**src/sv/rgb_gamma_lut_interpolator_top_defines.svh**
```systemverilog
// Assertion macros shared by the gamma stage RTL.
// No dependencies; the modules that assert pull this in by `include.
`ifndef RGB_GAMMA_LUT_INTERPOLATOR_TOP_DEFINES_SVH
`define RGB_GAMMA_LUT_INTERPOLATOR_TOP_DEFINES_SVH

// Same-cycle implication, clocked on i_clk, off during reset.
`define RGBG_ASSERT_NOW(label, ante, cons, msg) \
    label: assert property (@(posedge i_clk) disable iff (!i_rst_n) \
        (ante) |-> (cons)) else $error(msg);

// Next-cycle implication, clocked on i_clk, off during reset.
`define RGBG_ASSERT_NEXT(label, ante, cons, msg) \
    label: assert property (@(posedge i_clk) disable iff (!i_rst_n) \
        (ante) |=> (cons)) else $error(msg);

`endif

```
**src/sv/rgbg_pkg.sv**
```systemverilog
// Shared constants and control structs for the RGB gamma stage.
// No dependencies.
package rgbg_pkg;

    localparam int TABLE_ENTRIES_DFLT = 257;

    localparam int SAMPLE_W  = 16;
    localparam int TBL_W     = 14;
    localparam int OUT_W     = 10;
    localparam int IDX_W     = 9;
    localparam int FRAC_W    = 6;
    localparam int K_W       = 8;
    localparam int S14_SHIFT = SAMPLE_W - TBL_W;   // 2
    localparam int BYP_SHIFT = SAMPLE_W - OUT_W;   // 6
    localparam int OUT_SHIFT = TBL_W - OUT_W;      // 4
    localparam int ROUND     = 32;
    localparam int TBL_MAX   = 16383;

    // signed difference, product and sum widths
    localparam int DIFF_W = TBL_W + 1;
    localparam int PROD_W = DIFF_W + FRAC_W + 1;
    localparam int Y_W    = TBL_W + 3;

    typedef struct packed {
        logic                en;
        logic [IDX_W-1:0]    idx;
        logic [TBL_W-1:0]    data;
    } t_tbl_wr;

    typedef struct packed {
        logic rd_en;    // pixel accepted: read table, load stage 1
        logic s2_en;    // stage 1 -> stage 2
        logic out_en;   // stage 2 -> output register
        logic bypass;
    } t_pipe_ctl;

endpackage

```
**src/sv/rgbg_bank.sv**
```systemverilog
// One channel's copy of the gamma table, split into even and odd entry banks.
// Depends on rgbg_pkg. Every channel holds its own copy; writes go to all.
module rgbg_bank import rgbg_pkg::*; #(
    parameter int TABLE_ENTRIES = TABLE_ENTRIES_DFLT
) (
    input  logic               i_clk,
    input  t_tbl_wr            i_wr,
    input  logic               i_rd_en,
    input  logic [K_W-1:0]     i_k,
    output logic [TBL_W-1:0]   o_even,
    output logic [TBL_W-1:0]   o_odd
);

    localparam int EVEN_DEPTH = (TABLE_ENTRIES + 1) / 2;
    localparam int ODD_DEPTH  = TABLE_ENTRIES / 2;
    localparam int EVEN_AW    = $clog2(EVEN_DEPTH);
    localparam int ODD_AW     = $clog2(ODD_DEPTH);

    logic [TBL_W-1:0] mem_even [EVEN_DEPTH];
    logic [TBL_W-1:0] mem_odd  [ODD_DEPTH];

    logic [EVEN_AW-1:0] rd_even_addr;
    logic [ODD_AW-1:0]  rd_odd_addr;
    logic [EVEN_AW-1:0] wr_even_addr;
    logic [ODD_AW-1:0]  wr_odd_addr;
    logic               wr_ok;

    // entries k and k+1 always sit in opposite banks
    assign rd_odd_addr  = ODD_AW'(i_k[K_W-1:1]);
    assign rd_even_addr = EVEN_AW'(i_k[K_W-1:1]) + EVEN_AW'(i_k[0]);

    assign wr_ok        = i_wr.en && (i_wr.idx < IDX_W'(TABLE_ENTRIES));
    assign wr_even_addr = EVEN_AW'(i_wr.idx[IDX_W-1:1]);
    assign wr_odd_addr  = ODD_AW'(i_wr.idx[IDX_W-1:1]);

    always_ff @(posedge i_clk) begin
        if (wr_ok && !i_wr.idx[0]) begin
            mem_even[wr_even_addr] <= i_wr.data;
        end
        if (i_rd_en) begin
            o_even <= mem_even[rd_even_addr];
        end
    end

    always_ff @(posedge i_clk) begin
        if (wr_ok && i_wr.idx[0]) begin
            mem_odd[wr_odd_addr] <= i_wr.data;
        end
        if (i_rd_en) begin
            o_odd <= mem_odd[rd_odd_addr];
        end
    end

endmodule

```
**config.mk**
```make
export PLATFORM = sky130hd
export DESIGN_NAME = rgbg_bank
export DESIGN_NICKNAME = d
export VERILOG_FILES = /design/src/sv/rgb_gamma_lut_interpolator_top_defines.svh /design/src/sv/rgbg_pkg.sv /design/src/sv/rgbg_bank.sv
export SDC_FILE = /design/constraint.sdc
export NUM_CORES = 2
export LEC_CHECK = 0
export BUFFER_PORTS_ARGS = -buffer_cell sky130_fd_sc_hd__buf_2
export CORE_AREA = 2 2 516 518
export DETAILED_ROUTE_END_ITERATION = 10
export DIE_AREA = 0 0 518 520
export PLACE_DENSITY = 0.68
export SYNTH_ARGS = -nofsm -noshare
export SYNTH_HDL_FRONTEND = slang
export SYNTH_SLANG_ARGS = --single-unit
```
**constraint.sdc**
```tcl
create_clock -name i_clk -period 10.25 [get_ports i_clk]
set_clock_uncertainty 0.05 [all_clocks]
set_input_delay 1.025 -clock i_clk [delete_from_list [all_inputs] [get_ports i_clk]]
set_output_delay 1.025 -clock i_clk [all_outputs]
set_load 0.03 [all_outputs]
```
Word level (Yosys, flattened, before mapping)
Memory sizes are Yosys's and may differ from the RTL's. A register that Yosys moved wholly into a read port is not among the register bits.
Cells that the tools add are included.
- add/sub/neg operators: 1
- order comparisons: 1
- multiplexer cells: 4
- reductions and logical operators: 4
- operator list (operator ; count):
    $lt 9x9->1 const B ; 1
    $add 7x1->8 ; 1
    $mux 1 ; 4
    $logic_and 1x1->1 ; 3
    $logic_not 1->1 ; 1
- register bits: 0
- memory bits (writable): 3598
- bits of input ports: 34
- output and inout port bits: 28
- logic and storage cells: 12
- memories kept: 2
- memories (memory ; depth ; width ; read ports ; clocked after memory_dff ; wr ports ; line ; source):
    mem_even ; 129 ; 14 ; 1 ; 1 ; 1 ; rgbg_bank.sv:19 ; logic [TBL_W-1:0] mem_even [EVEN_DEPTH];
    mem_odd ; 128 ; 14 ; 1 ; 1 ; 1 ; rgbg_bank.sv:20 ; logic [TBL_W-1:0] mem_odd [ODD_DEPTH];

Longest topological paths before layout
- depth in word-level cells: 5
- depth in mapped cells: 13
- gate-level depth less buffers: 9

Worst setup path before layout
OpenSTA, ideal clock, no wires.
- path kind: input to register
- start: in i_k[0]
- end: reg o_even[13], read port of mem_even, data pin
- library setup time: 0.273 ns
- data arrival time: 3.617 ns
- data required time: 9.927 ns
- setup slack: 6.310 ns
- stages on the path: 11
- path buffers: 4
- path through: ha_1 ha_1 buf_2 buf_2 buf_2 clkbuf_1 mux4_2 a222oi_1 a21oi_1 a2111oi_0 a211oi_1
- word-level cells in the longest chain between the ends: 1
- ends and longest elaborated chain (element ; line ; source):
    from (decl) ; rgbg_bank.sv:9 ; input logic [K_W-1:0] i_k,
    $add 7x1->8 ; rgbg_bank.sv:30 ; assign rd_even_addr = EVEN_AW'(i_k[K_W-1:1]) + EVEN_AW'(i_k[0]);
    to (decl) ; rgbg_bank.sv:10 ; output logic [TBL_W-1:0] o_even,
No other way between the ends.

==> run summary <==
Synth unique cells: 47
TritonCTS clock tree: built
Post-synthesis sequential area ratio: 78.33%
DIE HEIGHT: 520 µm
CTS Buffer Depth: 4
Initial DRC Count: 9157
Hold endpoint: o_even[12]
Sink Count: 3626
Rel. slew slack: 6.410%
CTS root buf: clkbuf_16
Worst skew pair latency: 0.91 ns
Gp weighted congestion: 0.8298
# H-tree levels: 5
Wire per inst: 33.00 µm
Power Density: 197.9 mW/mm²
Most common cell after layout, fill and taps aside: edfxtp_1
Number of flops mapped to enable cells by yosys: 3626
Vias in the first global route: 65130
Num rows: 189
Main synth FF type: edfxtp_1
I/O pins: 62
Status: finished, final reports clean
Internal Power: 24.24 mW
Initial antenna violation count: 19
Remaining global-route overflow: 0
Comb power frac: 6.1%
Fin. max-slew vios: 0
Least-Margin Pin Slew: 1.401 ns
Pwr Total: 30.87 mW
Seq. cell area: 0.1089 mm²
Die ar.: 0.2694 mm²
# fillers: 18240
Initial Util: 52.68%
Area taken by multi-input logic gates: 0.02915 mm²
Largest area contributor in the synthesized netlist: edfxtp_1
Mapped Avg Cell Area: 23.31 µm²
Hold Crit Depth: 2
Maxcap violations: 0
Yosys top cell area share: 78.33%
Post-synth ARST share: 0%
DP Cell Count: 9467
Post-CTS setup buffer count: 0
Non-filler instance count after layout: 10120
Final core occ: 59.11%
Critical R2R Capture: o_even[1]
Core area: 0.2639 mm²
Post-cts sizing count: 0
Crit-path max FO: 91
Reg2reg setup slack: 7.45 ns
Nets: 6330
Share of cells above drive strength 1: 30.39%
Tcrit/Tclk final: 51.50%
Worst Path Arrival: 5.88 ns
R2R cell count: 5
#FFs+latches synth: 3626
Sw frac: 21.47%
Port buffer count: 61
Largest net degree at the start of global routing: 166
Crit path launch type: primary input
Die span in x: 518 µm
Dominant cells by area after synthesis: edfxtp_1 (78%), mux4_2 (17%), nand2_1 (0.78%)
Cell Area, Synth: 0.1390 mm²
YS warnings: 0
Maximum resistive drop on vdd: 0.1267 mV
Via-per-instance ratio: 6.440
Fin crit period: 5.279 ns
Reg power frac: 53.0%
CP Class: primary input to register
Endpoint type of the worst setup path: register
DP Wirelength: 185.1 mm
Syn_nets: 6000
First-pass GRT wire length: 477.3 mm
Required time of the critical path: 10.85 ns
Antenna violation net count after detailed routing: 0
Reg2reg start: mem_even[31][1]
Layout area overhead: 12.21%
Post-CTS Hold Buffers: 0
Clock power share: 40.9%
DR pass1 iterations: 6
RSZ-0062 raised after global routing: false
Most frequent cells in the layout: edfxtp_1 (3626), mux4_2 (1066), clkbuf_16 (364)
Clock transition at path regs: 0.06 ns
Worst min-delay path class: register to register
NetSw: 6.628 mW
Peak Freq: 0.1894 GHz
Final-report hold violation count: 0
CTS Buf Count: 358
Gate Count Post-Synth: 5964
Post-route setup TNS: 0 ns
Worst hold start: mem_even[128][12]
Worst hold slack: 0.4685 ns
Routed vias: 65140
Total GRT Usage: 24.70%
Final setup viols: 0
Leak: 47.97 nW
Drt total wl: 333.8 mm
# DRC: 0
-- worst max-delay path, cell delays in order --
cell	delay (ns)
buf_8	0.44
buf_12	0.65
buf_4	0.86
buf_4	0.79
mux4_2	0.59
mux4_2	0.55
mux4_2	0.49
mux2_2	0.29
-- cell families (layout without fill, tap and decap cells) --
group | after synthesis | count (layout) | synth area share [%]
buffers and inverters | 330 | 935 | 1.012
AOI/OAI and AO/OA | 144 | 144 | 0.7434
other | 0 | 13 | 0
DFF | 3626 | 3626 | 78.33
xor gates and xnor gates | 10 | 10 | 0.06300
adders and majority gates | 2 | 2 | 0.01800
and+or+nand+nor | 739 | 739 | 2.218
muxes | 1113 | 1113 | 17.62
-- state kept, by name (all words and copies together), names as in the netlist --
name	count
o_odd	14
o_even	14
mem_odd	1792
mem_even	1806
-- per-layer routing --
metal | wire (µm) | vias to the layer above | GRT usage (%)
li1 | - | 26020 | -
met1 | 129700 | 35050 | 35.48
met2 | 162400 | 3504 | 39.16
met3 | 32180 | 570 | 4.860
met4 | 9572 | 4 | 7.094
met5 | 27 | - | 0
-- cell usage after synthesis (2+ instances only) --
| cell type | number |
|---|---|
| a211oi_1 | 2 |
| a21oi_1 | 19 |
| a221oi_1 | 13 |
| a222oi_1 | 2 |
| a31oi_1 | 27 |
| a32oi_1 | 5 |
| and2_1 | 4 |
| and3_1 | 30 |
| buf_1 | 52 |
| buf_2 | 104 |
| buf_4 | 6 |
| buf_6 | 2 |
| clkbuf_1 | 164 |
| edfxtp_1 | 3626 |
| ha_1 | 2 |
| inv_1 | 2 |
| mux2_2 | 14 |
| mux2i_1 | 33 |
| mux4_2 | 1066 |
| nand2_1 | 288 |
| nand2b_1 | 2 |
| nand3_1 | 115 |
| nand4_1 | 5 |
| nor2_1 | 273 |
| nor2b_1 | 7 |
| nor3_1 | 4 |
| nor3b_1 | 3 |
| o2111a_1 | 13 |
| o2111ai_1 | 13 |
| o21ai_0 | 28 |
| o31ai_1 | 14 |
| or2_2 | 2 |
| or3b_2 | 2 |
| xnor2_1 | 5 |
| xor2_1 | 5 |
-- metrics by stage --
step,worst slack (ns),instance area [µm²]
final,4.971,156000
after global routing,4.568,156000
after CTS,4.882,156000
after detailed placement,3.929,144800
after global placement,3.974,144800
after floorplan,6.310,139000
-- how the worst max path moves through the flow --
stage	slack, ns	depth (start not counted)	endpoint	from
2_1_floorplan	6.31	11	o_even[13]	i_k[0]
3_3_place_gp	3.97	8	o_odd[9]	i_k[1]
3_5_place_dp	3.93	8	o_odd[10]	i_k[1]
4_1_cts	4.88	8	o_odd[9]	i_k[1]
5_1_grt	4.57	8	o_odd[10]	i_k[1]
6_report	4.97	8	o_odd[10]	i_k[1]
-- layout make-up --
cell class	count	area share, %
multi-input cells	2008	18.69
well taps	3533	2.834
inverters	2	0.004813
clock buffers	435	6.010
clock inverters	200	1.111
diodes	13	0.02085
repair buffers	298	1.530
flip-flops and latches	3626	69.80
-- power groups by stage --
stage / combinational, mW / sequential, mW / clock, mW
2_1_floorplan: 1.08 / 16.7 / 0
3_3_place_gp: 1.85 / 16.7 / 0
3_5_place_dp: 1.87 / 16.7 / 0
4_1_cts: 1.88 / 16.4 / 12.8
5_1_grt: 1.97 / 16.4 / 13.3
6_report: 1.87 / 16.4 / 12.6
Power figures use the tool's default switching activity.
