## src/sv/rgb_gamma_lut_interpolator_top_defines.svh

```systemverilog
// Assertion macros shared by the gamma stage RTL.
// No dependencies; the modules that assert pull this in by `include.
`ifndef RGB_GAMMA_LUT_INTERPOLATOR_TOP_DEFINES_SVH
`define RGB_GAMMA_LUT_INTERPOLATOR_TOP_DEFINES_SVH

// Same-cycle implication, clocked on i_clk, off during reset.
`define RGBG_ASSERT_NOW(label, ante, cons, msg) \
    label: assert property (@(posedge i_clk) disable iff (!i_rst_n) \
        (ante) |-> (cons)) else $error(msg);

// Next-cycle implication, clocked on i_clk, off during reset.
`define RGBG_ASSERT_NEXT(label, ante, cons, msg) \
    label: assert property (@(posedge i_clk) disable iff (!i_rst_n) \
        (ante) |=> (cons)) else $error(msg);

`endif

```

## src/sv/rgbg_pkg.sv

```systemverilog
// Shared constants and control structs for the RGB gamma stage.
// No dependencies.
package rgbg_pkg;

    localparam int TABLE_ENTRIES_DFLT = 257;

    localparam int SAMPLE_W  = 16;
    localparam int TBL_W     = 14;
    localparam int OUT_W     = 10;
    localparam int IDX_W     = 9;
    localparam int FRAC_W    = 6;
    localparam int K_W       = 8;
    localparam int S14_SHIFT = SAMPLE_W - TBL_W;   // 2
    localparam int BYP_SHIFT = SAMPLE_W - OUT_W;   // 6
    localparam int OUT_SHIFT = TBL_W - OUT_W;      // 4
    localparam int ROUND     = 32;
    localparam int TBL_MAX   = 16383;

    // signed difference, product and sum widths
    localparam int DIFF_W = TBL_W + 1;
    localparam int PROD_W = DIFF_W + FRAC_W + 1;
    localparam int Y_W    = TBL_W + 3;

    typedef struct packed {
        logic                en;
        logic [IDX_W-1:0]    idx;
        logic [TBL_W-1:0]    data;
    } t_tbl_wr;

    typedef struct packed {
        logic rd_en;    // pixel accepted: read table, load stage 1
        logic s2_en;    // stage 1 -> stage 2
        logic out_en;   // stage 2 -> output register
        logic bypass;
    } t_pipe_ctl;

endpackage

```

## src/sv/rgbg_interp.sv

```systemverilog
// Interpolation datapath for one channel: difference times fraction, then
// floor shift, add, clamp and cut to a 10-bit code. Depends on rgbg_pkg.
module rgbg_interp import rgbg_pkg::*; (
    input  logic                i_clk,
    input  t_pipe_ctl           i_ctl,
    input  logic [SAMPLE_W-1:0] i_sample,
    input  logic [TBL_W-1:0]    i_even,
    input  logic [TBL_W-1:0]    i_odd,
    output logic [OUT_W-1:0]    o_code
);

    // stage 1, alongside the table read data
    logic              r_par;
    logic [FRAC_W-1:0] r_frac;
    logic [OUT_W-1:0]  r_hi;
    // stage 2
    logic signed [PROD_W-1:0] r_prod;
    logic [TBL_W-1:0]         r_t0;
    logic [OUT_W-1:0]         r_hi2;

    logic [TBL_W-1:0]         t0;
    logic [TBL_W-1:0]         t1;
    logic signed [DIFF_W-1:0] diff;
    logic signed [PROD_W-1:0] n_prod;
    logic signed [Y_W-1:0]    y;
    logic [TBL_W-1:0]         y_clamp;
    logic [OUT_W-1:0]         n_code;

    always_ff @(posedge i_clk) begin
        if (i_ctl.rd_en) begin
            r_par  <= i_sample[S14_SHIFT+FRAC_W];
            r_frac <= i_sample[S14_SHIFT +: FRAC_W];
            r_hi   <= i_sample[BYP_SHIFT +: OUT_W];
        end
    end

    always_comb begin
        t0     = r_par ? i_odd  : i_even;
        t1     = r_par ? i_even : i_odd;
        diff   = $signed({1'b0, t1}) - $signed({1'b0, t0});
        n_prod = PROD_W'(diff) * PROD_W'($signed({1'b0, r_frac})) + PROD_W'(ROUND);
    end

    always_ff @(posedge i_clk) begin
        if (i_ctl.s2_en) begin
            r_prod <= n_prod;
            r_t0   <= t0;
            r_hi2  <= r_hi;
        end
    end

    // arithmetic shift floors negative products
    always_comb begin
        y = Y_W'($signed({1'b0, r_t0})) + Y_W'(r_prod >>> FRAC_W);
        if (y < 0) begin
            y_clamp = '0;
        end else if (y > Y_W'(TBL_MAX)) begin
            y_clamp = TBL_W'(TBL_MAX);
        end else begin
            y_clamp = y[TBL_W-1:0];
        end
        n_code = i_ctl.bypass ? r_hi2 : y_clamp[OUT_SHIFT +: OUT_W];
    end

    always_ff @(posedge i_clk) begin
        if (i_ctl.out_en) begin
            o_code <= n_code;
        end
    end

endmodule

```

## config.mk

```make
export PLATFORM = sky130hd
export DESIGN_NAME = rgbg_interp
export DESIGN_NICKNAME = d
export VERILOG_FILES = /design/src/sv/rgb_gamma_lut_interpolator_top_defines.svh /design/src/sv/rgbg_pkg.sv /design/src/sv/rgbg_interp.sv
export SDC_FILE = /design/constraint.sdc
export NUM_CORES = 1
export LEC_CHECK = 0
export ABC_CLOCK_PERIOD_IN_PS = 19600
export BUFFER_PORTS_ARGS = -buffer_cell sky130_fd_sc_hd__clkbuf_2
export CAP_MARGIN = 20
export CORE_MARGIN = 2
export CORE_UTILIZATION = 24
export DETAILED_ROUTE_END_ITERATION = 6
export RECOVER_POWER = 100
export SLEW_MARGIN = 20
export SYNTH_ARGS = -nofsm -noshare
export SYNTH_HDL_FRONTEND = slang
export SYNTH_SLANG_ARGS = --single-unit
export TNS_END_PERCENT = 10
```

## constraint.sdc

```tcl
create_clock -name i_clk -period 19.6 [get_ports i_clk]
set_clock_uncertainty 0.1 [all_clocks]
set_input_delay 0.98 -clock i_clk [delete_from_list [all_inputs] [get_ports i_clk]]
set_output_delay 0.98 -clock i_clk [all_outputs]
set_load 0.05 [all_outputs]
```

# Word level (Yosys, flattened, before mapping)
# Cells that the tools add are included.
[op_classes] n_addsub=3 mul=1 n_lt_le_gt_ge=2 muxes=5
[ops] op="14-bit 2-to-1 mux" count=4
[ops] op="22-bit by 7-bit adder with 22-bit output, second input constant" count=1
[ops] op="15-bit by 7-bit multiplier with 22-bit output" count=1
[ops] op="15-bit by 16-bit adder with 17-bit output" count=1
[ops] op="17-bit by 15-bit greater-than comparator with 1-bit output, second input constant" count=1
[ops] op="17-bit by 1-bit < comparator with 1-bit output, second input constant" count=1
[ops] op="14-bit by 14-bit subtractor with 15-bit output" count=1
[ops] op="10-bit 2-to-1 mux" count=1
[word_totals] word_cells=18 out_inout_bits=10 reg_bits=73

# Longest topological paths before layout
[depth] depth_word=5 ltp_mapped=28 ltp_nobuf=26

# Worst setup path before layout
# Ideal clock, no wire load.
[synth_timing] kind="register to register" startpoint="register r_hi[2] (netlist name)" endpoint="register r_prod[19] (data pin)" required_time_ps=19235 stages_incl_launch_ff=25 period_less_slack_ps=7063 t_arrival_ps=6698 setup_time_ps=265 n_path_buf=2 path_slack_ps=12537 path_cell_list="edfxtp_1 buf_1 buf_1 mux2_2 ha_1 nor2b_1 o31a_1 or2_2 a21oi_1 xnor2_1 and2_1 fa_1 fa_1 fa_1 inv_1 fa_1 inv_1 ha_1 a2111o_1 a41o_1 a311o_1 nand4_1 and3_1 o21ai_0 xor2_1"
[synth_lines] item="end signal, assigned" line="rgbg_interp.sv:46" text="r_prod <= n_prod;"
[synth_lines] item="end, declared" line="rgbg_interp.sv:17" text="logic signed [PROD_W-1:0] r_prod;"

==> impl_metrics.py <==
metrics = {
    "route": {
        "ant_nets": 0,
        "via_per_inst": 4.39,
        "wl_um": 15300,
        "drc": 0,
        "dr.first_iter.drc_count": 212,
        "drt_first_pass_iters": 4,
        "avgRoutedWirePerCell_um": 13.0,
        "dr_total_vias": 5144,
    },
    "yosys": {
        "synth_edf_count": 64,
        "ys_warn_count": 0,
        "synth_nets": 919,
        "synth.top_cell.area_share_pct": 26.3,
        "syn_area_um2": 7300,
        "synth_area_leaders": "edfxtp_1 (26%), fa_1 (18%), ha_1 (14%)",
        "syn_avg_cell_area_um2": 10.1,
        "ys_async_sr_fraction_pct": 0,
        "synth_cell_types": 61,
        "ys.flop_type": "edfxtp_1",
        "ys_ff_latch": 64,
        "synth_cells": 723,
        "synth-seq-area-share_pct": 26.3,
        "yosysTopAreaCell": "edfxtp_1",
    },
    "sta": {
        "fmax_ghz": 0.118,
        "rsz0062_at_grt": "false",
        "hold_viol": 0,
        "finalSetupViolCount": 0,
        "slew_headroom_pct": -40.9,
        "fin_tns_setup_ns": 0,
        "tightest_slew_ns": 2.11,
        "finalCritPeriodShare_pct": 43.4,
        "finalCriticalPeriod_ns": 8.51,
        "maxSlewViolCount": 74,
    },
    "cells_and_area": {
        "most-common-layout-cells": "inv_1 (114), ha_1 (82), fa_1 (65)",
        "nNetsFinal": 972,
        "multi_input_area_um2": 4880,
        "final_common_cell": "inv_1",
        "nFillCells": 3117,
        "drive_gt1_share_pct": 9.99,
        "n_antenna_cell": 0,
        "seqCellArea_um2": 1920,
        "syn_to_final_growth_pct": 13.9,
    },
    "cts": {
        "cts_setup_buffers": 0,
        "root_buffer": "clkbuf_16",
        "ctsHtreeMaxLevel": 3,
        "ctsResizeCount": 0,
        "cts.sinks": 64,
        "insertion_delay_ns": 0.33,
        "cts_max_path_buffers": 2,
        "clk_pin_slew_ns": 0.06,
        "hold_buffers": 0,
        "cts_buffers": 9,
        "tritoncts": "done",
    },
    "setup_path": {
        "critPathKind": "reg2reg",
        "worstPathMaxFanout": 32,
        "crit_path_end_kind": "flip-flop",
        "crit_path_start_kind": "flip-flop",
        "path_delay_family": "adder cells",
        "cpMaxStageDelayCell": "clkbuf_1",
        "required_ns": 19.57,
        "worstPathCellList": "clkbuf_1 -> mux2_1 -> ha_1 -> fa_1 -> nor2b_1 -> o31a_1 -> or2_2 -> a21oi_1 -> xnor2_1 -> and2_0 -> fa_1 -> fa_1 -> fa_1 -> inv_1 -> fa_1 -> inv_1 -> ha_1 -> a2111o_1 -> a41o_1 -> a311o_1 -> nand4_1 -> and3_1 -> o21ai_0 -> xor2_1",
        "regToRegSetupSlack_ns": 11.09,
        "critical_path_buf_inv_count": 3,
        "max_stage_delay_ns": 1.44,
        "critPathArrivalTime_ns": 8.48,
        "cp_common_cell": "fa_1",
    },
    "global_routing": {
        "grt_pass1_wl_um": 25600,
        "overflow": 0,
        "grt_pass1_vias": 5297,
        "track_usage_pct": 10.1,
        "antenna_found_initial": 0,
        "grt_max_degree": 41,
    },
    "worst_hold_path": {
        "min_path_type": "reg2reg",
    },
    "run_status": {
        "status": "finished with violations",
        "violations": "capacitance limit, slew limit",
    },
    "die": {
        "die_w_um": 178,
        "dieArea_um2": 31800,
        "fp-row-count": 63,
        "core_area_um2": 29800,
        "start_util_pct": 24.5,
        "io_pins": 59,
        "fp.dieH_um": 178,
    },
    "run": {
        "cap_violations": 2,
    },
    "placed_design": {
        "port_buffers": 56,
        "dpl.hpwl_um": 12800,
        "gp_congestion": 0.849,
    },
}
==> final timing paths <==
| path | endpoint | from | cells after the start |
|---|---|---|---|
| hold reg to reg | r_hi2[6] | r_hi[6] | 0 |
| setup / recovery | r_prod[19] | r_hi[2] | 24 |
| hold / removal | r_hi2[6] | r_hi[6] | 0 |
| setup reg to reg | r_prod[19] | r_hi[2] | 24 |
==> registers in the layout, indices dropped and copies added, names as in the netlist <==
register	flops
r_t0	14
r_prod	16
r_hi2	10
r_hi	9
o_code	10
r_frac	5
==> layout make-up <==
| cell class | count | area share [%] |
|---|---|---|
| sequential | 64 | 23.1 |
| inverter | 114 | 5.15 |
| clock inverter | 7 | 1.23 |
| timing repair buffer | 58 | 3.26 |
| multi-input combinational | 529 | 58.7 |
| clock buffer | 9 | 2.71 |
| tap | 390 | 5.87 |
==> worst register-to-register path, stage by stage (launching register included) <==
cell and delay (ns):
edfxtp_1 0.32, clkbuf_1 1.44, mux2_1 0.48, ha_1 0.25
fa_1 0.40, nor2b_1 0.18, o31a_1 0.21, or2_2 0.14
a21oi_1 0.07, xnor2_1 0.47, and2_0 0.23, fa_1 0.44
fa_1 0.49, fa_1 0.55, inv_1 0.05, fa_1 0.53
inv_1 0.04, ha_1 0.19, a2111o_1 0.38, a41o_1 0.24
a311o_1 0.38, nand4_1 0.15, and3_1 0.24, o21ai_0 0.13
xor2_1 0.15
==> cell usage after synthesis (3+ instances only) <==
cell / instances
nor2_1: 17
o21a_1: 6
buf_1: 3
clkbuf_1: 10
mux2i_1: 18
a22oi_1: 6
edfxtp_1: 64
and3_1: 6
inv_1: 114
a21oi_1: 27
nor3b_1: 8
nand3_1: 18
and2_1: 58
a21o_1: 10
o211ai_1: 4
or3_1: 5
nor2b_1: 17
a31oi_1: 3
ha_1: 82
nand2_1: 33
o21bai_1: 5
xnor2_1: 22
a211o_1: 3
nand2b_1: 16
nand4_1: 5
mux2_2: 16
nor3_1: 8
or3b_1: 4
fa_1: 65
o21ai_0: 21
xor2_1: 12
==> per-layer routing <==
layer | track usage, % | vias up | wire length [um]
met1 | 12.0 | 2503 | 6710
met5 | 0 | - | 0
met4 | 3.15 | 0 | 204
met2 | 18.9 | 56 | 8030
met3 | 1.00 | 9 | 316
li1 | - | 2576 | -
==> through the flow <==
stage,utilization (%),instances,worst slack (ns),cell area [um^2],hold slack [ns]
after floorplan,-,723,12.54,7300,0.300
after global placement,26.9,1155,12.00,8020,0.302
after detailed placement,26.9,1155,11.97,8020,0.307
after CTS,28.0,1171,12.13,8350,0.324
after global routing,27.9,1171,10.60,8320,0.328
final,27.9,1171,11.09,8320,0.321
==> logic make-up after synthesis <==
logic type	Yosys count	synth area share (%)
and+or+nand+nor	204	15.8
adders and majority gates	147	31.9
DFF	64	26.3
buffers and inverters	130	6.82
AOI/OAI and AO/OA	109	10.1
muxes	35	5.09
xor gates and xnor gates	34	4.08
Power is left out: the tool's default activity adds up to more than one toggle a clock period on the data nets, which glitch-free logic cannot reach.
